--- config.mk ---
export PLATFORM = sky130hd
export DESIGN_NAME = fhc_mul
export DESIGN_NICKNAME = d
export VERILOG_FILES = /design/src/sv/falling_hammer_contact_step_assert.svh /design/src/sv/fhc_mul.sv
export SDC_FILE = /design/constraint.sdc
export NUM_CORES = 2
export LEC_CHECK = 0
export ABC_AREA = 0
export BUFFER_PORTS_ARGS = -buffer_cell sky130_fd_sc_hd__buf_2
export CAP_MARGIN = 20
export CORE_UTILIZATION = 66
export DETAILED_ROUTE_END_ITERATION = 16
export GPL_TIMING_DRIVEN = 0
export MAX_ROUTING_LAYER = met4
export PLACE_DENSITY_LB_ADDON = 0.12
export SETUP_SLACK_MARGIN = 0.02
export SLEW_MARGIN = 30
export SYNTH_ARGS = -nofsm -noshare
export SYNTH_HDL_FRONTEND = slang
export SYNTH_SLANG_ARGS = --single-unit
--- constraint.sdc ---
create_clock -name clk -period 10 [get_ports clk]
set_input_delay 2 -clock clk [delete_from_list [all_inputs] [get_ports clk]]
set_output_delay 2 -clock clk [all_outputs]
set_load 0.01 [all_outputs]
--- src/sv/falling_hammer_contact_step_assert.svh ---
// ----------------------------------------------------------------------------
// Falling hammer contact step: assertion macros
// Concurrent assertion wrappers; define ASSERT_OFF to compile them out.
// ----------------------------------------------------------------------------
`ifndef FALLING_HAMMER_CONTACT_STEP_ASSERT_SVH
`define FALLING_HAMMER_CONTACT_STEP_ASSERT_SVH

`ifndef ASSERT_OFF
// checked only outside reset
`define FHC_ASSERT(lbl, prop, msg) \
  lbl: assert property (@(posedge clk) disable iff (rst) prop) else $error(msg);
// checked at every edge, reset included
`define FHC_ASSERT_ALWAYS(lbl, prop, msg) \
  lbl: assert property (@(posedge clk) prop) else $error(msg);
`else
`define FHC_ASSERT(lbl, prop, msg)
`define FHC_ASSERT_ALWAYS(lbl, prop, msg)
`endif

`endif

--- src/sv/fhc_mul.sv ---
// ----------------------------------------------------------------------------
// Falling hammer contact step: shared multiplier
// One signed 33x32 multiplier with a registered 65-bit product.
// ----------------------------------------------------------------------------
`timescale 1ns / 1ps

module fhc_mul (
  input  logic               clk,
  input  logic signed [32:0] a,
  input  logic signed [31:0] b,
  output logic signed [64:0] prod
);

  always_ff @(posedge clk) begin
    prod <= 65'(a) * 65'(b);
  end

endmodule

==> metrics.log <==
INFO  metric first_global_vias = 31.1k
INFO  metric postSynthNetCount = 5378
INFO  metric finish.net_count = 5529
INFO  metric worst_min_delay_path_class = primary input to register
INFO  metric synth.distinct_cells = 55
INFO  metric slew_headroom = 31.3%
INFO  metric timing.critical_path.arrival = 10.17 ns
INFO  metric grt_util_met1 = 57.9%
INFO  metric gr-total-overflow = 0
INFO  metric ys_ff_latch = 65
INFO  metric gr-usage-met3 = 13.3%
INFO  metric hold_slack = 2.03 ns
INFO  metric synth-edff-count = 0
INFO  metric antenna_found_initial = 11
INFO  metric instance_count_after_placement_with_tap_cells_included = 4901
INFO  metric avgViaCountPerCell = 5.92
INFO  metric slew_viol_final = 0
INFO  metric largest_register = prod
INFO  metric vias = 29.2k
INFO  metric detailedPlacementHpwl = 113000 um
INFO  metric cp_num_cells = 25
INFO  metric synth_cells = 4014
INFO  metric gp_routability_congestion = 1.13
INFO  metric fp-row-count = 87
INFO  metric detail-route-antenna-nets = 0
INFO  metric finalCoreUtilization = 71.6%
INFO  metric final_hold_viol_count = 0
INFO  metric clock_sink_count = 65
INFO  metric yosys_warn_count = 0
INFO  metric timing.final.crit_period = 9.91 ns
INFO  metric cts_root_buffer = sky130_fd_sc_hd__clkbuf_16
INFO  metric worst_slew_pin_slew = 1.03 ns
INFO  metric synth_largest_type_area_fraction = 58.2%
INFO  metric drt_first_pass_iters = 8
INFO  metric tritoncts.num_buffers = 9
INFO  metric drt-wirelength-per-cell = 26.7 um
INFO  metric worst-endpoint-required = 10.27 ns
INFO  metric grt_pass1_wl = 197000 um
INFO  metric drcViolationCount = 0
INFO  metric cts_tree = yes
INFO  metric critical_path.top_delay_family = adder cells
INFO  metric grt_usage = 48.5%
INFO  metric crit_path_end = prod[57]$_DFF_P_
INFO  metric ioPinCount = 131
INFO  metric min_path_cells = 2
INFO  metric floorplan.die.width = 243 um
INFO  metric grt_max_degree = 19
INFO  metric syn_to_final_growth = 6.33%
INFO  metric flip_flop_count_of_the_largest_register_all_copies_and_words_added = 65
INFO  metric synthFlopType = sky130_fd_sc_hd__dfxtp_1
INFO  metric final.period_utilization = 99.1%
INFO  metric worst_setup_path_start_kind = primary input
INFO  metric max_cap_violations = 0
INFO  metric first_iter_violations = 2733
INFO  metric critical-path-slowest-cell = sky130_fd_sc_hd__buf_1
INFO  metric maxClockFrequency = 0.101 GHz
INFO  metric drive_above_1_share = 8.04%
INFO  metric worst-setup-path-type = primary input to register
INFO  metric critPathLaunch = b[29]
INFO  metric cpPeakStageDelay = 0.65 ns
INFO  metric critPathMaxFanout = 10
INFO  metric register_area_share_after_synthesis = 3.40%
INFO  metric core_region_area = 0.0568 mm2
INFO  metric report.final.setup_viol = 0
INFO  metric port-buffer-count = 130
INFO  metric largest_registers = prod: 65 flops
INFO  metric floorplan.initialDensity = 67.3%
INFO  metric grt-busiest-layer = met2
INFO  metric synth_top_cell_by_area = sky130_fd_sc_hd__fa_1
INFO  metric status = finished clean
INFO  metric cts.htree.levels = 3
INFO  metric critical-path-top-cell-by-count = sky130_fd_sc_hd__fa_1
INFO  metric path_clk_slew = 0.06 ns
INFO  metric syn_avg_cell_area = 9.53 um2
INFO  metric synth_top_cells_by_area = sky130_fd_sc_hd__fa_1 (58%), sky130_fd_sc_hd__inv_1 (9.7%), sky130_fd_sc_hd__and2_1 (8.7%)
INFO  metric syn-cell-area = 0.0382 mm2
INFO  metric synthArstFlopShare = 0%
INFO  metric die-area = 0.0589 mm2
INFO  metric use_met2 = 71.9%
INFO  metric post_layout_nonfiller_instances = 4937
INFO  metric rsz0062_at_grt = yes
INFO  metric cts-hold-fix-buffers = 0
INFO  metric route.final.wire_length = 132000 um
INFO  metric end_kind = register
INFO  metric height_of_the_die = 243 um
INFO  metric ctsLongestPathBuffers = 2
INFO  metric critical_path_buf_inv_count = 5
==> what timing repair did <==
item                       4_1_cts  5_1_grt
resized for setup              104      170
cloned                           0        0
setup endpoints to repair       25       19
setup buffers                    4        9
pin swaps                        3        3
==> area by class of cell <==
type | instances | area, um2
Sequential cell | 65 | 1300
Tap cell | 756 | 946
Antenna cell | 13 | 32.5
Buffer | 207 | 997
Fill cell | 4440 | 16200
Clock inverter | 4 | 45.0
Timing Repair Buffer | 144 | 793
Multi-Input combinational cell | 2749 | 32600
Inverter | 989 | 3720
Clock buffer | 10 | 239
==> worst min path at each step <==
stage	end	from
after floorplan	prod[0]$_DFF_P_	b[0]
after global placement	prod[29]	prod[29]$_DFF_P_
after detailed placement	prod[29]	prod[29]$_DFF_P_
after CTS	prod[0]$_DFF_P_	b[0]
after global routing	prod[0]$_DFF_P_	b[0]
final	prod[0]$_DFF_P_	b[0]
==> metrics by stage <==
step	setup slack [ns]	TNS (ns)	area (um2)
2_1_floorplan	0.656	0	38200
3_3_place_gp	-1.82	-38.64	39800
3_5_place_dp	-1.51	-25.88	39900
4_1_cts	0.0238	0	40400
5_1_grt	0.00328	0	40700
6_report	0.0905	0	40700
==> synth_stat cells (8+ instances only) <==
| cell type | n |
|---|---|
| sky130_fd_sc_hd__nor2_1 | 47 |
| sky130_fd_sc_hd__o21bai_1 | 12 |
| sky130_fd_sc_hd__a31oi_1 | 8 |
| sky130_fd_sc_hd__a21oi_1 | 70 |
| sky130_fd_sc_hd__nand3_1 | 12 |
| sky130_fd_sc_hd__xor2_1 | 27 |
| sky130_fd_sc_hd__o21ai_0 | 25 |
| sky130_fd_sc_hd__ha_1 | 186 |
| sky130_fd_sc_hd__nand4_1 | 12 |
| sky130_fd_sc_hd__nand2_1 | 536 |
| sky130_fd_sc_hd__inv_1 | 989 |
| sky130_fd_sc_hd__dfxtp_1 | 65 |
| sky130_fd_sc_hd__xnor2_1 | 47 |
| sky130_fd_sc_hd__fa_1 | 1112 |
| sky130_fd_sc_hd__clkbuf_1 | 210 |
| sky130_fd_sc_hd__and2_1 | 531 |
| sky130_fd_sc_hd__and3_1 | 8 |
| sky130_fd_sc_hd__a21o_1 | 30 |
| sky130_fd_sc_hd__nand2b_1 | 11 |
==> layout by cell type (no fill, tap or decap), types with 4 or more instances in the layout <==
master	count
sky130_fd_sc_hd__dfxtp_1	65
sky130_fd_sc_hd__fa_2	4
sky130_fd_sc_hd__o31ai_1	5
sky130_fd_sc_hd__a21o_1	30
sky130_fd_sc_hd__inv_1	986
sky130_fd_sc_hd__o21ai_1	6
sky130_fd_sc_hd__o21ai_0	25
sky130_fd_sc_hd__o21a_1	6
sky130_fd_sc_hd__ha_1	186
sky130_fd_sc_hd__xor2_1	27
sky130_fd_sc_hd__nor2_1	47
sky130_fd_sc_hd__o211ai_1	4
sky130_fd_sc_hd__clkbuf_4	12
sky130_fd_sc_hd__nor2b_1	6
sky130_fd_sc_hd__xnor2_1	47
sky130_fd_sc_hd__clkbuf_2	124
sky130_fd_sc_hd__fa_1	1108
sky130_fd_sc_hd__nand2b_1	11
sky130_fd_sc_hd__buf_2	137
sky130_fd_sc_hd__a31oi_1	6
sky130_fd_sc_hd__and3_1	8
sky130_fd_sc_hd__nor3_1	4
sky130_fd_sc_hd__o21bai_1	12
sky130_fd_sc_hd__diode_2	13
sky130_fd_sc_hd__nand4_1	12
sky130_fd_sc_hd__nand2_1	536
sky130_fd_sc_hd__clkbuf_16	9
sky130_fd_sc_hd__buf_4	14
sky130_fd_sc_hd__nand3_1	12
sky130_fd_sc_hd__a21oi_1	67
sky130_fd_sc_hd__a2111oi_2	4
sky130_fd_sc_hd__clkbuf_1	59
sky130_fd_sc_hd__and2_1	531
==> cell families after synthesis <==
group	after synthesis	synth area share (%)
AO/OA/AOI/OAI	202	3.47
XOR/XNOR	74	1.69
adder cells (fa/ha/maj)	1298	64.3
buffers and inverters	1200	11.8
flip-flops	65	3.40
AND/OR/NAND/NOR	1175	15.4
==> routing by layer <==
layer | up-vias | wire length, um
met1 | 14978 | 44300
li1 | 11754 | -
met4 | 0 | 12100
met3 | 561 | 15700
met5 | - | 0
met2 | 1950 | 59500
Power is left out: the tool's default activity adds up to more than one toggle a clock period on the data nets, which glitch-free logic cannot reach.
