## src/sv/falling_hammer_contact_step_assert.svh

```systemverilog
// ----------------------------------------------------------------------------
// Falling hammer contact step: assertion macros
// Concurrent assertion wrappers; define ASSERT_OFF to compile them out.
// ----------------------------------------------------------------------------
`ifndef FALLING_HAMMER_CONTACT_STEP_ASSERT_SVH
`define FALLING_HAMMER_CONTACT_STEP_ASSERT_SVH

`ifndef ASSERT_OFF
// checked only outside reset
`define FHC_ASSERT(lbl, prop, msg) \
  lbl: assert property (@(posedge clk) disable iff (rst) prop) else $error(msg);
// checked at every edge, reset included
`define FHC_ASSERT_ALWAYS(lbl, prop, msg) \
  lbl: assert property (@(posedge clk) prop) else $error(msg);
`else
`define FHC_ASSERT(lbl, prop, msg)
`define FHC_ASSERT_ALWAYS(lbl, prop, msg)
`endif

`endif

```

## src/sv/fhc_pkg.sv

```systemverilog
// ----------------------------------------------------------------------------
// Falling hammer contact step: package
// Payload types, register indexes, reset values, sequencer types and helpers.
// ----------------------------------------------------------------------------
`timescale 1ns / 1ps

package fhc_pkg;

  typedef struct packed {
    logic               func;
    logic signed [31:0] surface_position;
  } in_item_t;

  typedef struct packed {
    logic signed [31:0] collision_force;
    logic signed [31:0] hammer_position;
    logic signed [31:0] hammer_velocity;
    logic               in_contact;
    logic [23:0]        impact_count;
    logic               running;
  } out_item_t;

  typedef struct packed {
    logic [30:0]        inverse_mass;
    logic signed [31:0] gravity;
    logic [16:0]        damping;
    logic [30:0]        hardness;
    logic signed [31:0] drop_height;
    logic signed [31:0] start_velocity;
    logic [23:0]        impact_limit;
  } cfg_t;

  localparam logic [2:0] REG_INVERSE_MASS   = 3'd0;
  localparam logic [2:0] REG_GRAVITY        = 3'd1;
  localparam logic [2:0] REG_DAMPING        = 3'd2;
  localparam logic [2:0] REG_HARDNESS       = 3'd3;
  localparam logic [2:0] REG_DROP_HEIGHT    = 3'd4;
  localparam logic [2:0] REG_START_VELOCITY = 3'd5;
  localparam logic [2:0] REG_IMPACT_LIMIT   = 3'd6;

  localparam logic [30:0]        RST_INVERSE_MASS   = 31'd6554;
  localparam logic signed [31:0] RST_GRAVITY        = 32'sd65536;
  localparam logic [16:0]        RST_DAMPING        = 17'd65536;
  localparam logic [30:0]        RST_HARDNESS       = 31'd65536;
  localparam logic signed [31:0] RST_DROP_HEIGHT    = 32'sd1310720;
  localparam logic signed [31:0] RST_START_VELOCITY = 32'sd0;
  localparam logic [23:0]        RST_IMPACT_LIMIT   = 24'd9999999;

  localparam logic [23:0] COUNT_MAX = 24'hFFFFFF;

  localparam logic signed [50:0] SAT_HI = 51'sd2147483647;
  localparam logic signed [50:0] SAT_LO = -51'sd2147483648;

  typedef enum logic [3:0] {
    S_IDLE,
    S_MUL_COLL,
    S_SAT_COLL,
    S_MUL_MASS,
    S_SAT_VEL,
    S_MUL_DAMP,
    S_SAT_DAMP,
    S_POS,
    S_DONE
  } state_t;

  typedef enum logic [1:0] {
    MUL_COLL,
    MUL_MASS,
    MUL_DAMP
  } mul_sel_t;

  typedef struct packed {
    logic accept;
    logic tick_run;
    logic out_free;
  } seq_in_t;

  typedef struct packed {
    logic     in_ready;
    mul_sel_t mul_sel;
    logic     sat_coll;
    logic     sat_vel;
    logic     sat_damp;
    logic     upd_pos;
    logic     load_out;
  } ctl_t;

  // clamp to the signed 32-bit range
  function automatic logic signed [31:0] sat32(input logic signed [50:0] v);
    if (v > SAT_HI) begin
      return 32'sh7FFFFFFF;
    end else if (v < SAT_LO) begin
      return 32'sh80000000;
    end
    return v[31:0];
  endfunction

  // Q16.16 product back to Q16.16 scale (floor), widened for saturation
  function automatic logic signed [50:0] qscale(input logic signed [64:0] p);
    return $signed({{2{p[64]}}, p[64:16]});
  endfunction

endpackage

```

## src/sv/fhc_seq.sv

```systemverilog
// ----------------------------------------------------------------------------
// Falling hammer contact step: sequencer
// Steps a running tick through multiplies, saturations and position update.
// ----------------------------------------------------------------------------
`timescale 1ns / 1ps

module fhc_seq (
  input  logic             clk,
  input  logic             rst,
  input  fhc_pkg::seq_in_t sin,
  output fhc_pkg::ctl_t    ctl
);
  import fhc_pkg::*;

  state_t state;
  state_t state_next;

  always_ff @(posedge clk) begin
    if (rst) begin
      state <= S_IDLE;
    end else begin
      state <= state_next;
    end
  end

  always_comb begin
    state_next = state;
    case (state)
      S_IDLE: begin
        if (sin.accept) begin
          state_next = sin.tick_run ? S_MUL_COLL : S_DONE;
        end
      end
      S_MUL_COLL: state_next = S_SAT_COLL;
      S_SAT_COLL: state_next = S_MUL_MASS;
      S_MUL_MASS: state_next = S_SAT_VEL;
      S_SAT_VEL:  state_next = S_MUL_DAMP;
      S_MUL_DAMP: state_next = S_SAT_DAMP;
      S_SAT_DAMP: state_next = S_POS;
      S_POS:      state_next = S_DONE;
      S_DONE: begin
        if (sin.out_free) begin
          state_next = S_IDLE;
        end
      end
      default: state_next = S_IDLE;
    endcase
  end

  always_comb begin
    ctl          = '0;
    ctl.mul_sel  = MUL_COLL;
    case (state)
      S_IDLE:     ctl.in_ready = 1'b1;
      S_MUL_COLL: ctl.mul_sel  = MUL_COLL;
      S_SAT_COLL: ctl.sat_coll = 1'b1;
      S_MUL_MASS: ctl.mul_sel  = MUL_MASS;
      S_SAT_VEL:  ctl.sat_vel  = 1'b1;
      S_MUL_DAMP: ctl.mul_sel  = MUL_DAMP;
      S_SAT_DAMP: ctl.sat_damp = 1'b1;
      S_POS:      ctl.upd_pos  = 1'b1;
      S_DONE:     ctl.load_out = sin.out_free;
      default: ;
    endcase
  end

endmodule

```

## config.mk

```make
export PLATFORM = sky130hd
export DESIGN_NAME = fhc_seq
export DESIGN_NICKNAME = d
export VERILOG_FILES = /design/src/sv/falling_hammer_contact_step_assert.svh /design/src/sv/fhc_pkg.sv /design/src/sv/fhc_seq.sv
export SDC_FILE = /design/constraint.sdc
export NUM_CORES = 1
export LEC_CHECK = 0
export BUFFER_PORTS_ARGS = -buffer_cell sky130_fd_sc_hd__buf_2
export CORE_AREA = 3 3 40 42
export CTS_CLUSTER_DIAMETER = 200
export CTS_CLUSTER_SIZE = 16
export DETAILED_ROUTE_END_ITERATION = 7
export DIE_AREA = 0 0 43 45
export GPL_ROUTABILITY_DRIVEN = 0
export GPL_TIMING_DRIVEN = 0
export RECOVER_POWER = 50
export SYNTH_ARGS = -nofsm -noshare
export SYNTH_HDL_FRONTEND = slang
export SYNTH_SLANG_ARGS = --single-unit
```

## constraint.sdc

```tcl
create_clock -name clk -period 1.8 [get_ports clk]
set_input_delay 0.45 -clock clk [delete_from_list [all_inputs] [get_ports clk]]
set_output_delay 0.45 -clock clk [all_outputs]
set_load 0.05 [all_outputs]
```

==> results.rst <==
.. list-table::
   :header-rows: 1

   * - Metric
     - Value
   * - Total of fill cells in the finished design
     - 134
   * - Critical path peak fanout
     - 8
   * - CP startpoint kind
     - register
   * - Crit path arrival time
     - 1.30 ns
   * - Static leakage
     - 0.165 nW
   * - First-pass detailed-route iteration total
     - 1
   * - Largest voltage drop on the vdd net
     - 0.265 mV
   * - Clock Path Buffers
     - 2
   * - Fraction of layout cells with a size suffix above 1
     - 0.651
   * - Post_cts resized
     - 6
   * - Total negative setup slack
     - 0 ns
   * - Register-to-Register Path Depth
     - 3
   * - Number of setup violations in the final report
     - 0
   * - Die extent in y
     - 45 um
   * - Wire length of the first global-routing pass
     - 910 um
   * - Number of flip-flops and latches in the synthesized netlist
     - 4
   * - Max H-tree Level
     - 1
   * - Run status
     - finished clean
   * - Gate Count Post-Synth
     - 29
   * - Area growth from synthesis to final layout
     - 69.2%
   * - Largest registers
     - state: 4 flops
   * - I/O pin total
     - 13
   * - Core region area
     - 0.00128 mm2
   * - Net Count, Synth
     - 34
   * - Worst Hold Path Cells
     - 2
   * - Number of DRC violations after detailed routing
     - 0
   * - Crit end category
     - output port
   * - Insertion delay of the later-clocked pin in the worst-skew pair
     - 0.23 ns
   * - Reg clk slew, reported paths
     - 0.04 ns
   * - Total global-route track usage
     - 0.0691
   * - Max Freq
     - 0.573 GHz
   * - Number of cells after detailed placement
     - 56
   * - Power per unit of standard cell area
     - 737 mW/mm2
   * - Global-route congestion overflow total
     - 0
   * - Largest Register
     - state
   * - Fin. max-slew vios
     - 0
   * - Setup repair after global routing missed its margin
     - yes
   * - Cts bufs inserted
     - 3
   * - Post-detailed-placement cell area
     - 342 um2
   * - TritonCTS clock tree
     - yes
   * - Maximum number of pins on one net before global-route repair
     - 11
   * - Final clock period utilization by the worst path
     - 0.970
   * - Count of synthesis-stage warnings from yosys
     - 0
   * - Die boundary width
     - 43 um
   * - Initial core utilization
     - 0.177
   * - Path type of the worst min-delay path
     - in -> reg
   * - DP Wirelength
     - 451 um
   * - Relative max-transition margin
     - 0.835
   * - Portion of the post-synthesis area used by sequential elements
     - 0.352
   * - Total vias in the final route
     - 267
   * - Period minus WS final
     - 1.75 ns
   * - CTS hold repair buffers
     - 0
   * - R2R Setup Slk
     - 0.64 ns
   * - Number of flip-flops under the largest register name
     - 4
   * - Die Footprint
     - 0.00194 mm2
   * - Synthesized area per cell
     - 7.85 um2
   * - Unique masters post-synth
     - 15
   * - Final Net Count
     - 50
   * - Number of buffers inserted by port buffering
     - 12
   * - Final non-filler cell total
     - 58
   * - Sum of routed wire length over all layers
     - 599 um
   * - # Post-CTS Setup Buffers
     - 0
   * - Clock Tree Root
     - sky130_fd_sc_hd__clkbuf_4
   * - Cell Rows
     - 13
   * - Average detailed-routed wire length per instance
     - 10.3 um
   * - Iteration-0 DRC Markers
     - 0
   * - Vias per cell
     - 4.60
   * - Clock Sink Count
     - 4
   * - Count of maximum capacitance violations
     - 0
   * - Least-Margin Pin Slew
     - 0.250 ns
   * - Worst endpoint required time
     - 1.35 ns
   * - Number of antenna cells inserted
     - 0
   * - Worst Clk Skew
     - 0.00214 ns
   * - Hold violation count in the final report
     - 0
   * - Post-route ant nets
     - 0
   * - WS Path Type
     - reg -> out
   * - Post-Syn Area
     - 228 um2
   * - Number of global-route vias before repair
     - 220
   * - Number of antenna violations at the first check in global routing
     - 0
   * - Post-route standard cell area excluding fillers
     - 385 um2
Yosys cell counts:
library cell               number  area, um2
sky130_fd_sc_hd__dfxtp_1        4       80.1
sky130_fd_sc_hd__nor2_1         4       15.0
sky130_fd_sc_hd__nor3_1         4       20.0
sky130_fd_sc_hd__nor4_1         3       18.8
sky130_fd_sc_hd__a211oi_1       2       15.0
sky130_fd_sc_hd__nand2_1        2       7.51
sky130_fd_sc_hd__nand2b_1       2       12.5
sky130_fd_sc_hd__a21oi_1        1       5.00
sky130_fd_sc_hd__buf_6          1       11.3
sky130_fd_sc_hd__clkbuf_1       1       3.75
sky130_fd_sc_hd__nor2b_1        1       6.26
sky130_fd_sc_hd__o32ai_1        1       8.76
sky130_fd_sc_hd__or2b_1         1       7.51
sky130_fd_sc_hd__or4_1          1       7.51
sky130_fd_sc_hd__xor2_1         1       8.76
path summary, 6_finish.rpt:
| kind | from | endpoint |
|---|---|---|
| max | state[2] | ctl[3] |
| min | rst | state[1] |
| max reg2reg | state[2] | state[3] |
| min reg2reg | state[0] | state[0] |
logic make-up (layout without fill, tap and decap cells):
family                    count (synthesis)  after routing  synth area share
and+or+nand+nor                          18             18             0.418
AOI/OAI and AO/OA                         4              4             0.126
xor gates and xnor gates                  1              1            0.0385
DFF                                       4              4             0.352
buffers and inverters                     2             16            0.0659
cell type report:
type	instances	area (um2)	share of cell area
timing repair buffer	12	77.6	0.201
tap	15	18.8	0.0487
sequential	4	83.8	0.218
multi-input combinational	23	171	0.445
buffer	1	11.3	0.0292
clock buffer	3	22.5	0.0584
per-layer routing:
metal  GRT usage  wire [um]  vias to the layer above
met5           0          0                        -
met4      0.0723         19                        0
met3      0.0438         48                        2
met2      0.0838        261                       13
met1      0.0769        270                      117
li1            -          -                      135
layout by cell type, fill, tap and decap left out, types with 2 or more instances in the layout:
cell type	n
sky130_fd_sc_hd__a211oi_1	2
sky130_fd_sc_hd__buf_2	8
sky130_fd_sc_hd__buf_4	2
sky130_fd_sc_hd__buf_6	3
sky130_fd_sc_hd__clkbuf_4	3
sky130_fd_sc_hd__dfxtp_2	3
sky130_fd_sc_hd__nand2_1	2
sky130_fd_sc_hd__nand2b_1	2
sky130_fd_sc_hd__nor2_2	3
sky130_fd_sc_hd__nor3_2	3
sky130_fd_sc_hd__nor4_2	2
worst max-delay path: stages, from the launching register on:
cell,delay (ns)
sky130_fd_sc_hd__dfxtp_1,0.31
sky130_fd_sc_hd__buf_6,0.14
sky130_fd_sc_hd__or2b_4,0.31
sky130_fd_sc_hd__nor3_2,0.13
sky130_fd_sc_hd__buf_6,0.18
power by group:
group,leakage (nW),internal [mW],switching [mW]
Combinational,0.118,0.0226,0.0433
Clock,0.0138,0.0744,0.0340
Sequential,0.0339,0.0961,0.0136
per-stage QoR:
stage	util	hold WS [ns]	setup WS (ns)	total power [mW]
after CTS	0.292	0.423	0.00274	0.290
after floorplan	-	0.523	-0.198	0.158
after global placement	0.266	0.629	0.0877	0.176
final	0.300	0.433	0.0537	0.284
after detailed placement	0.266	0.627	0.0800	0.176
after global routing	0.300	0.442	-0.0108	0.306
(Power assumes the default switching activity.)
