<file path="config.mk">
export PLATFORM = sky130hd
export DESIGN_NAME = fhc_cfg
export DESIGN_NICKNAME = d
export VERILOG_FILES = /design/src/sv/falling_hammer_contact_step_assert.svh /design/src/sv/fhc_pkg.sv /design/src/sv/fhc_cfg.sv
export SDC_FILE = /design/constraint.sdc
export NUM_CORES = 1
export LEC_CHECK = 0
export BUFFER_PORTS_ARGS = -buffer_cell sky130_fd_sc_hd__buf_4
export CORE_AREA = 2 2 155 157
export DETAILED_ROUTE_END_ITERATION = 8
export DIE_AREA = 0 0 157 159
export PLACE_DENSITY = 0.58
export SYNTH_ARGS = -nofsm -noshare
export SYNTH_HDL_FRONTEND = slang
export SYNTH_SLANG_ARGS = --single-unit
</file>
<file path="constraint.sdc">
create_clock -name clk -period 3.09 [get_ports clk]
set_input_delay 0 -clock clk [delete_from_list [all_inputs] [get_ports clk]]
set_output_delay 0 -clock clk [all_outputs]
set_load 0.02 [all_outputs]
</file>
<file path="src/sv/falling_hammer_contact_step_assert.svh">
// ----------------------------------------------------------------------------
// Falling hammer contact step: assertion macros
// Concurrent assertion wrappers; define ASSERT_OFF to compile them out.
// ----------------------------------------------------------------------------
`ifndef FALLING_HAMMER_CONTACT_STEP_ASSERT_SVH
`define FALLING_HAMMER_CONTACT_STEP_ASSERT_SVH

`ifndef ASSERT_OFF
// checked only outside reset
`define FHC_ASSERT(lbl, prop, msg) \
  lbl: assert property (@(posedge clk) disable iff (rst) prop) else $error(msg);
// checked at every edge, reset included
`define FHC_ASSERT_ALWAYS(lbl, prop, msg) \
  lbl: assert property (@(posedge clk) prop) else $error(msg);
`else
`define FHC_ASSERT(lbl, prop, msg)
`define FHC_ASSERT_ALWAYS(lbl, prop, msg)
`endif

`endif

</file>
<file path="src/sv/fhc_pkg.sv">
// ----------------------------------------------------------------------------
// Falling hammer contact step: package
// Payload types, register indexes, reset values, sequencer types and helpers.
// ----------------------------------------------------------------------------
`timescale 1ns / 1ps

package fhc_pkg;

  typedef struct packed {
    logic               func;
    logic signed [31:0] surface_position;
  } in_item_t;

  typedef struct packed {
    logic signed [31:0] collision_force;
    logic signed [31:0] hammer_position;
    logic signed [31:0] hammer_velocity;
    logic               in_contact;
    logic [23:0]        impact_count;
    logic               running;
  } out_item_t;

  typedef struct packed {
    logic [30:0]        inverse_mass;
    logic signed [31:0] gravity;
    logic [16:0]        damping;
    logic [30:0]        hardness;
    logic signed [31:0] drop_height;
    logic signed [31:0] start_velocity;
    logic [23:0]        impact_limit;
  } cfg_t;

  localparam logic [2:0] REG_INVERSE_MASS   = 3'd0;
  localparam logic [2:0] REG_GRAVITY        = 3'd1;
  localparam logic [2:0] REG_DAMPING        = 3'd2;
  localparam logic [2:0] REG_HARDNESS       = 3'd3;
  localparam logic [2:0] REG_DROP_HEIGHT    = 3'd4;
  localparam logic [2:0] REG_START_VELOCITY = 3'd5;
  localparam logic [2:0] REG_IMPACT_LIMIT   = 3'd6;

  localparam logic [30:0]        RST_INVERSE_MASS   = 31'd6554;
  localparam logic signed [31:0] RST_GRAVITY        = 32'sd65536;
  localparam logic [16:0]        RST_DAMPING        = 17'd65536;
  localparam logic [30:0]        RST_HARDNESS       = 31'd65536;
  localparam logic signed [31:0] RST_DROP_HEIGHT    = 32'sd1310720;
  localparam logic signed [31:0] RST_START_VELOCITY = 32'sd0;
  localparam logic [23:0]        RST_IMPACT_LIMIT   = 24'd9999999;

  localparam logic [23:0] COUNT_MAX = 24'hFFFFFF;

  localparam logic signed [50:0] SAT_HI = 51'sd2147483647;
  localparam logic signed [50:0] SAT_LO = -51'sd2147483648;

  typedef enum logic [3:0] {
    S_IDLE,
    S_MUL_COLL,
    S_SAT_COLL,
    S_MUL_MASS,
    S_SAT_VEL,
    S_MUL_DAMP,
    S_SAT_DAMP,
    S_POS,
    S_DONE
  } state_t;

  typedef enum logic [1:0] {
    MUL_COLL,
    MUL_MASS,
    MUL_DAMP
  } mul_sel_t;

  typedef struct packed {
    logic accept;
    logic tick_run;
    logic out_free;
  } seq_in_t;

  typedef struct packed {
    logic     in_ready;
    mul_sel_t mul_sel;
    logic     sat_coll;
    logic     sat_vel;
    logic     sat_damp;
    logic     upd_pos;
    logic     load_out;
  } ctl_t;

  // clamp to the signed 32-bit range
  function automatic logic signed [31:0] sat32(input logic signed [50:0] v);
    if (v > SAT_HI) begin
      return 32'sh7FFFFFFF;
    end else if (v < SAT_LO) begin
      return 32'sh80000000;
    end
    return v[31:0];
  endfunction

  // Q16.16 product back to Q16.16 scale (floor), widened for saturation
  function automatic logic signed [50:0] qscale(input logic signed [64:0] p);
    return $signed({{2{p[64]}}, p[64:16]});
  endfunction

endpackage

</file>
<file path="src/sv/fhc_cfg.sv">
// ----------------------------------------------------------------------------
// Falling hammer contact step: configuration registers
// Holds the seven physics registers written through the config channel.
// ----------------------------------------------------------------------------
`timescale 1ns / 1ps

module fhc_cfg (
  input  logic         clk,
  input  logic         rst,
  input  logic         cfg_valid,
  input  logic [2:0]   cfg_index,
  input  logic [31:0]  cfg_data,
  output fhc_pkg::cfg_t cfg
);
  import fhc_pkg::*;

  always_ff @(posedge clk) begin
    if (rst) begin
      cfg.inverse_mass   <= RST_INVERSE_MASS;
      cfg.gravity        <= RST_GRAVITY;
      cfg.damping        <= RST_DAMPING;
      cfg.hardness       <= RST_HARDNESS;
      cfg.drop_height    <= RST_DROP_HEIGHT;
      cfg.start_velocity <= RST_START_VELOCITY;
      cfg.impact_limit   <= RST_IMPACT_LIMIT;
    end else if (cfg_valid) begin
      case (cfg_index)
        REG_INVERSE_MASS:   cfg.inverse_mass   <= cfg_data[30:0];
        REG_GRAVITY:        cfg.gravity        <= $signed(cfg_data);
        REG_DAMPING:        cfg.damping        <= cfg_data[16:0];
        REG_HARDNESS:       cfg.hardness       <= cfg_data[30:0];
        REG_DROP_HEIGHT:    cfg.drop_height    <= $signed(cfg_data);
        REG_START_VELOCITY: cfg.start_velocity <= $signed(cfg_data);
        REG_IMPACT_LIMIT:   cfg.impact_limit   <= cfg_data[23:0];
        default: ;
      endcase
    end
  end

endmodule

</file>
==> results.sh, run 1 <==
export IMPL_syn_num_nets=750
export IMPL_post_cts_setup_buffers=0
export IMPL_yosys_register_bits=199
export IMPL_internal_power_uw=4104
export IMPL_fin_crit_ns=1.116
export IMPL_layout_cells_most_common="buf_4"
export IMPL_n_fill_cell=2192
export IMPL_final_cell_mix="buf_4, nand2b_1, mux2i_1, dfxtp_1, nor2_1"
export IMPL_start_kind="primary input"
export IMPL_setup_violations_final=0
export IMPL_p_clk_frac=0.428
export IMPL_power_uw=5529
export IMPL_critPathMaxFanout=15
export IMPL_p_sw_frac=0.2577
export IMPL_worst_setup_path_end_kind="register"
export IMPL_final_nets=995
export IMPL_fin_worst_skew_ns=0
export IMPL_track_usage=0.1753
export IMPL_maxCapViolations=0
export IMPL_fin_tns_setup_ns=0
export IMPL_viasPerCell=4.406
export IMPL_switching_power_uw=1425
export IMPL_final_antenna_net_count=0
export IMPL_drt_first_iter_violations=251
export IMPL_drt_pass1_iter_count=4
export IMPL_cts_tree="yes"
export IMPL_grt_start_max_net_pins=100
export IMPL_crit_type="in -> reg"
export IMPL_combPwrFrac=0.092
export IMPL_status="finished clean"
export IMPL_ys_types=17
export IMPL_top_register="cfg"
export IMPL_place_inst=1228
export IMPL_dieArea_um2=24960
export IMPL_grt_overflow=0
export IMPL_grt_setup_unrepaired="no"
export IMPL_hold_viol_final=0
export IMPL_critPathLaunch="cfg_index[0]"
export IMPL_final_max_slew_viol_count=0
export IMPL_htree_levels=4
export IMPL_io_pins=237
export IMPL_reg_top3="cfg: 199 flops"
export IMPL_yosysSeqAreaShare=0.5090
export IMPL_floorplan_initialDensity=0.3375
export IMPL_p_leak_uw=0.005264
export IMPL_powerDensity_nw_per_um2=512.3
export IMPL_vias=5679
export IMPL_avgSynthCellArea_um2=10.99
export IMPL_synthCells=712
export IMPL_yosys_warnings=0
export IMPL_avgRoutedWirePerCell_um=17.09
export IMPL_p_seq_frac=0.479
export IMPL_multi_input_area_um2=3598
export IMPL_drc=0
export IMPL_area_growth_pct=37.87
export IMPL_post_route_period_util=0.3612
export IMPL_die_x_um=157
export IMPL_diodes=0
export IMPL_io_buffer_count=236
export IMPL_worstReg2RegStart="cfg[84]$_SDFFE_PP0P_"
export IMPL_final_area_um2=10790
export IMPL_antenna_found_initial=0
export IMPL_drt_total_wl_um=22030
export IMPL_rows=56
export IMPL_core_area_um2=23190
export IMPL_cts_hold_buf=29
export IMPL_die_height_um=159
export IMPL_clkLatencyLatePin_ns=0.42
export IMPL_cp_arrival_ns=1.39
export IMPL_drive_gt1_frac=0.2948
export IMPL_clk_pin_slew_ns=0.08
export IMPL_grt_pass1_vias=5691
export IMPL_gp_congestion=0.7416
export IMPL_min_delay_start="cfg_data[26]"
export IMPL_stdcell_count=1289
export IMPL_largest_reg_flops=199
export IMPL_worst_pin_slew_ns=0.9758
export IMPL_dpl_cell_area_um2=9874
export IMPL_synth_area_um2=7828
export IMPL_cts_root_buf="clkbuf_16"
export IMPL_irDropWorstVdd_mv=0.3526
export IMPL_worstHoldPathType="in -> reg"
export IMPL_cts_max_path_buffers=2
export IMPL_post_dp_hpwl_um=14940
export IMPL_cts_resized_gates=0
export IMPL_fmax_mhz=895.9
export IMPL_slew_limit_headroom=0.3495
export IMPL_cts_buffers_inserted=17
export IMPL_seqCellArea_um2=3984
export IMPL_cp_data_required_time_ns=3.36
export IMPL_clock_sinks=199
export IMPL_grt_first_pass_wirelength_um=33770
export IMPL_holdWs_ns=0.02086
## power by group through the flow
stage | clock [uW] | sequential (uW) | combinational (uW)
final | 2370 | 2650 | 511
after global routing | 2540 | 2660 | 547
after CTS | 2440 | 2650 | 518
after detailed placement | 0 | 2710 | 487
after global placement | 0 | 2710 | 485
after floorplan | 0 | 2780 | 214
## cell families (layout without fill, tap and decap cells)
| family | count (synthesis) | in the layout | synth area share |
|---|---|---|---|
| flip-flops | 199 | 199 | 0.5090 |
| buffers and inverters | 53 | 311 | 0.03613 |
| multiplexers | 199 | 199 | 0.2545 |
| AND/OR/NAND/NOR | 261 | 261 | 0.2004 |
## cells in the mapped netlist, drive strengths merged
library cell / instances / share of area
buf: 27 / 0.024
mux2i: 199 / 0.25
nor4b: 1 / 0.0011
nor2: 45 / 0.022
nand4bb: 3 / 0.0043
and4bb: 1 / 0.0016
nand2b: 205 / 0.16
or4b: 1 / 0.0013
dfxtp: 199 / 0.51
nand4b: 3 / 0.0042
clkbuf: 26 / 0.012
nor4bb: 1 / 0.0013
and4b: 1 / 0.0013
## layout make-up
| type | count | area share |
|---|---|---|
| clock buffers | 17 | 0.03942 |
| clock inverters | 15 | 0.01867 |
| multi-input cells | 460 | 0.3334 |
| flip-flops and latches | 199 | 0.3692 |
| well taps | 319 | 0.03699 |
| repair buffers | 279 | 0.2023 |
## final timing paths
path	cells past startpoint	slack, ns	to
hold reg to reg	2	0.48	cfg[40]$_SDFFE_PP0P_
setup / recovery	3	1.97	cfg[186]$_SDFFE_PP0P_
setup reg to reg	2	2.44	cfg[84]$_SDFFE_PP0P_
hold / removal	3	0.02	cfg[194]$_SDFFE_PP0P_
## worst max-delay path, cell delays in order
cell	delay, ns
buf_4	0.15
or4b_1	0.98
mux2i_1	0.24
## routing by layer
metal | part of all wire | GRT usage
met4 | 0.013 | 0.04671
met3 | 0.070 | 0.06097
met5 | 0 | 0
met1 | 0.47 | 0.2308
met2 | 0.45 | 0.2729
## metrics by stage
step	util	setup slack, ns
after floorplan	-	2.044
after global placement	0.4258	1.547
after detailed placement	0.4258	1.527
after CTS	0.4653	1.970
after global routing	0.4653	1.901
final	0.4653	1.974
No activity file was read; power rests on OpenSTA's default activity.
==> inputs of run 2 (changes only) <==
==> constraint.sdc (replaced) <==
create_clock -name clk -period 1.05 [get_ports clk]
set_input_delay 0 -clock clk [delete_from_list [all_inputs] [get_ports clk]]
set_output_delay 0 -clock clk [all_outputs]
set_load 0.02 [all_outputs]
==> run 2 against run 1 <==
Against the previous run:
- final area increased by 2.9%
- sequential share of layout area fell by 1.0 points
- worst setup slack got worse by 1.9 ns
- clock power grew to 2.8 times the previous value
- first-iteration DRC count decreased by 14%
- sequential power increased to 2.9 times the previous value
- critical path depth fell by 2
- core utilization grew 1.4 points
- power rose to 2.9 times the previous value
- clock skew is the same
- via count rose by 1.0%
- worst hold slack worse by 0.0020 ns
- largest power group unchanged
==> results.sh, run 2 (synthesized netlist as in run 1, its figures left out) <==
export IMPL_core_area_um2=23190
export IMPL_grt_overflow=0
export IMPL_diodes=0
export IMPL_start_kind="register"
export IMPL_fmax_mhz=1021
export IMPL_fin_tns_setup_ns=0
export IMPL_p_seq_frac=0.488
export IMPL_worst_setup_path_end_kind="primary output"
export IMPL_area_growth_pct=41.90
export IMPL_clock_sinks=199
export IMPL_worstHoldPathType="in -> reg"
export IMPL_grt_start_max_net_pins=45
export IMPL_cpMaxStageDelayCell="dfxtp_1"
export IMPL_grt_first_pass_wirelength_um=34130
export IMPL_die_x_um=157
export IMPL_wl_met3_um=1548
export IMPL_drt_pass1_iter_count=4
export IMPL_critPathMaxStageDelay_ns=0.38
export IMPL_drt_first_iter_violations=216
export IMPL_grt_pass1_vias=5833
export IMPL_dr_wl_met2_um=10120
export IMPL_wl_met1_um=10430
export IMPL_post_cts_setup_buffers=0
export IMPL_io_pins=237
export IMPL_cts_tree="yes"
export IMPL_p_clk_frac=0.411
export IMPL_drt_total_wl_um=22240
export IMPL_rows=56
export IMPL_setup_violations_final=0
export IMPL_final_max_slew_viol_count=0
export IMPL_fin_crit_ns=0.9794
export IMPL_cts_root_buf="clkbuf_16"
export IMPL_htree_levels=4
export IMPL_drive_gt1_frac=0.3119
export IMPL_worstReg2RegStart="cfg[173]$_SDFFE_PP0P_"
export IMPL_clk_pin_slew_ns=0.08
export IMPL_drc=0
export IMPL_fin_worst_skew_ns=0
export IMPL_maxCapViolations=0
export IMPL_die_height_um=159
export IMPL_critPathLaunch="cfg[143]$_SDFFE_PP0P_"
export IMPL_irDropWorstVdd_mv=0.8424
export IMPL_post_dp_hpwl_um=15670
export IMPL_slew_limit_headroom=0.7628
export IMPL_floorplan_initialDensity=0.3375
export IMPL_gp_congestion=0.7404
export IMPL_cp_arrival_ns=0.98
export IMPL_cp_data_required_time_ns=1.05
export IMPL_cts_buffers_inserted=17
export IMPL_viasPerCell=4.370
export IMPL_cts_max_path_buffers=2
export IMPL_grt_setup_unrepaired="no"
export IMPL_reg_top3="cfg: 199 flops"
export IMPL_post_route_period_util=0.9327
export IMPL_vias=5738
export IMPL_internal_power_uw=11810
export IMPL_largest_reg_flops=199
export IMPL_dieArea_um2=24960
export IMPL_crit_family="flip-flops"
export IMPL_hold_viol_final=0
export IMPL_cts_resized_gates=0
export IMPL_path_buf_inv=1
export IMPL_crit_chain="buf_4"
export IMPL_layout_cells_most_common="buf_4"
export IMPL_clkLatencyLatePin_ns=0.42
export IMPL_avgRoutedWirePerCell_um=16.94
export IMPL_power_uw=15980
export IMPL_top_layer="met4"
export IMPL_track_usage=0.1772
export IMPL_powerDensity_nw_per_um2=1439
export IMPL_combPwrFrac=0.101
export IMPL_worst_pin_slew_ns=0.3558
export IMPL_io_buffer_count=236
export IMPL_switching_power_uw=4170
export IMPL_min_delay_start="cfg_data[21]"
export IMPL_final_cell_mix="buf_4, nand2b_1, mux2i_1, dfxtp_1, nor2_1"
export IMPL_crit_type="reg -> out"
export IMPL_antenna_found_initial=0
export IMPL_final_nets=1019
export IMPL_status="finished clean"
export IMPL_final_antenna_net_count=0
export IMPL_p_leak_uw=0.005433
export IMPL_top_register="cfg"
export IMPL_p_sw_frac=0.2610
export IMPL_critPathMaxFanout=2
## run 2: cell count changes in the layout (fill, tap and decap cells not counted)
cell           delta
buf_12           +14
bufinv_16         -2
clkinv_4          -1
dlygate4sd3_1     -1
clkbuf_8          +2
clkbuf_1          +1
buf_4            +11
## run 2: routing by layer
layer,GRT usage,vias to the layer above
li1,-,2876
met1,0.2357,2700
met2,0.2817,155
met3,0.05770,7
met4,0.03628,0
met5,0,-
## run 2: metrics by stage
step	utilization	area (um2)	hold slack, ns	worst slack, ns	std cells
floorplan	-	7828	0.1672	0.003705	712
global placement	0.4414	10240	0.2674	-0.1114	1253
detailed placement	0.4414	10240	0.2737	-0.1348	1253
CTS	0.4789	11110	0.02031	0.03861	1313
global route	0.4789	11110	0.02436	0.01170	1313
finish	0.4789	11110	0.01885	0.07061	1313
## run 2: final timing paths
kind	end	slack, ns	cells after the start
worst min-delay path	cfg[77]$_SDFFE_PP0P_	0.02	3
worst min register to register	cfg[46]$_SDFFE_PP0P_	0.48	2
worst max-delay path	cfg[143]	0.07	1
worst max register to register	cfg[173]$_SDFFE_PP0P_	0.39	2
## run 2: power groups by stage
stage / Clock [uW] / Sequential, uW / Combinational, uW
detailed placement: 0 / 7980 / 1540
global route: 7080 / 7820 / 1720
floorplan: 0 / 8170 / 629
CTS: 6810 / 7810 / 1640
finish: 6570 / 7800 / 1610
global placement: 0 / 7980 / 1540
## run 2: worst register-to-register path, delay by kind of cell (launching register included)
kind | cells | cell delay (ns)
simple gates | 1 | 0.08
mux | 1 | 0.13
flops | 1 | 0.38
## run 2: layout make-up
type	count	area (um2)
Sequential cell	199	3984
Clock buffer	20	456.7
Clock inverter	12	132.6
Multi-Input combinational cell	460	3598
Tap cell	319	399.1
Timing Repair Buffer	303	2536
Fill cell	2209	12090
## run 2: repair_timing
action | 4_1_cts | 5_1_grt
hold endpoints to repair | 100 | 0
endpoints found under the setup margin | 0 | 0
hold buffers | 28 | 0
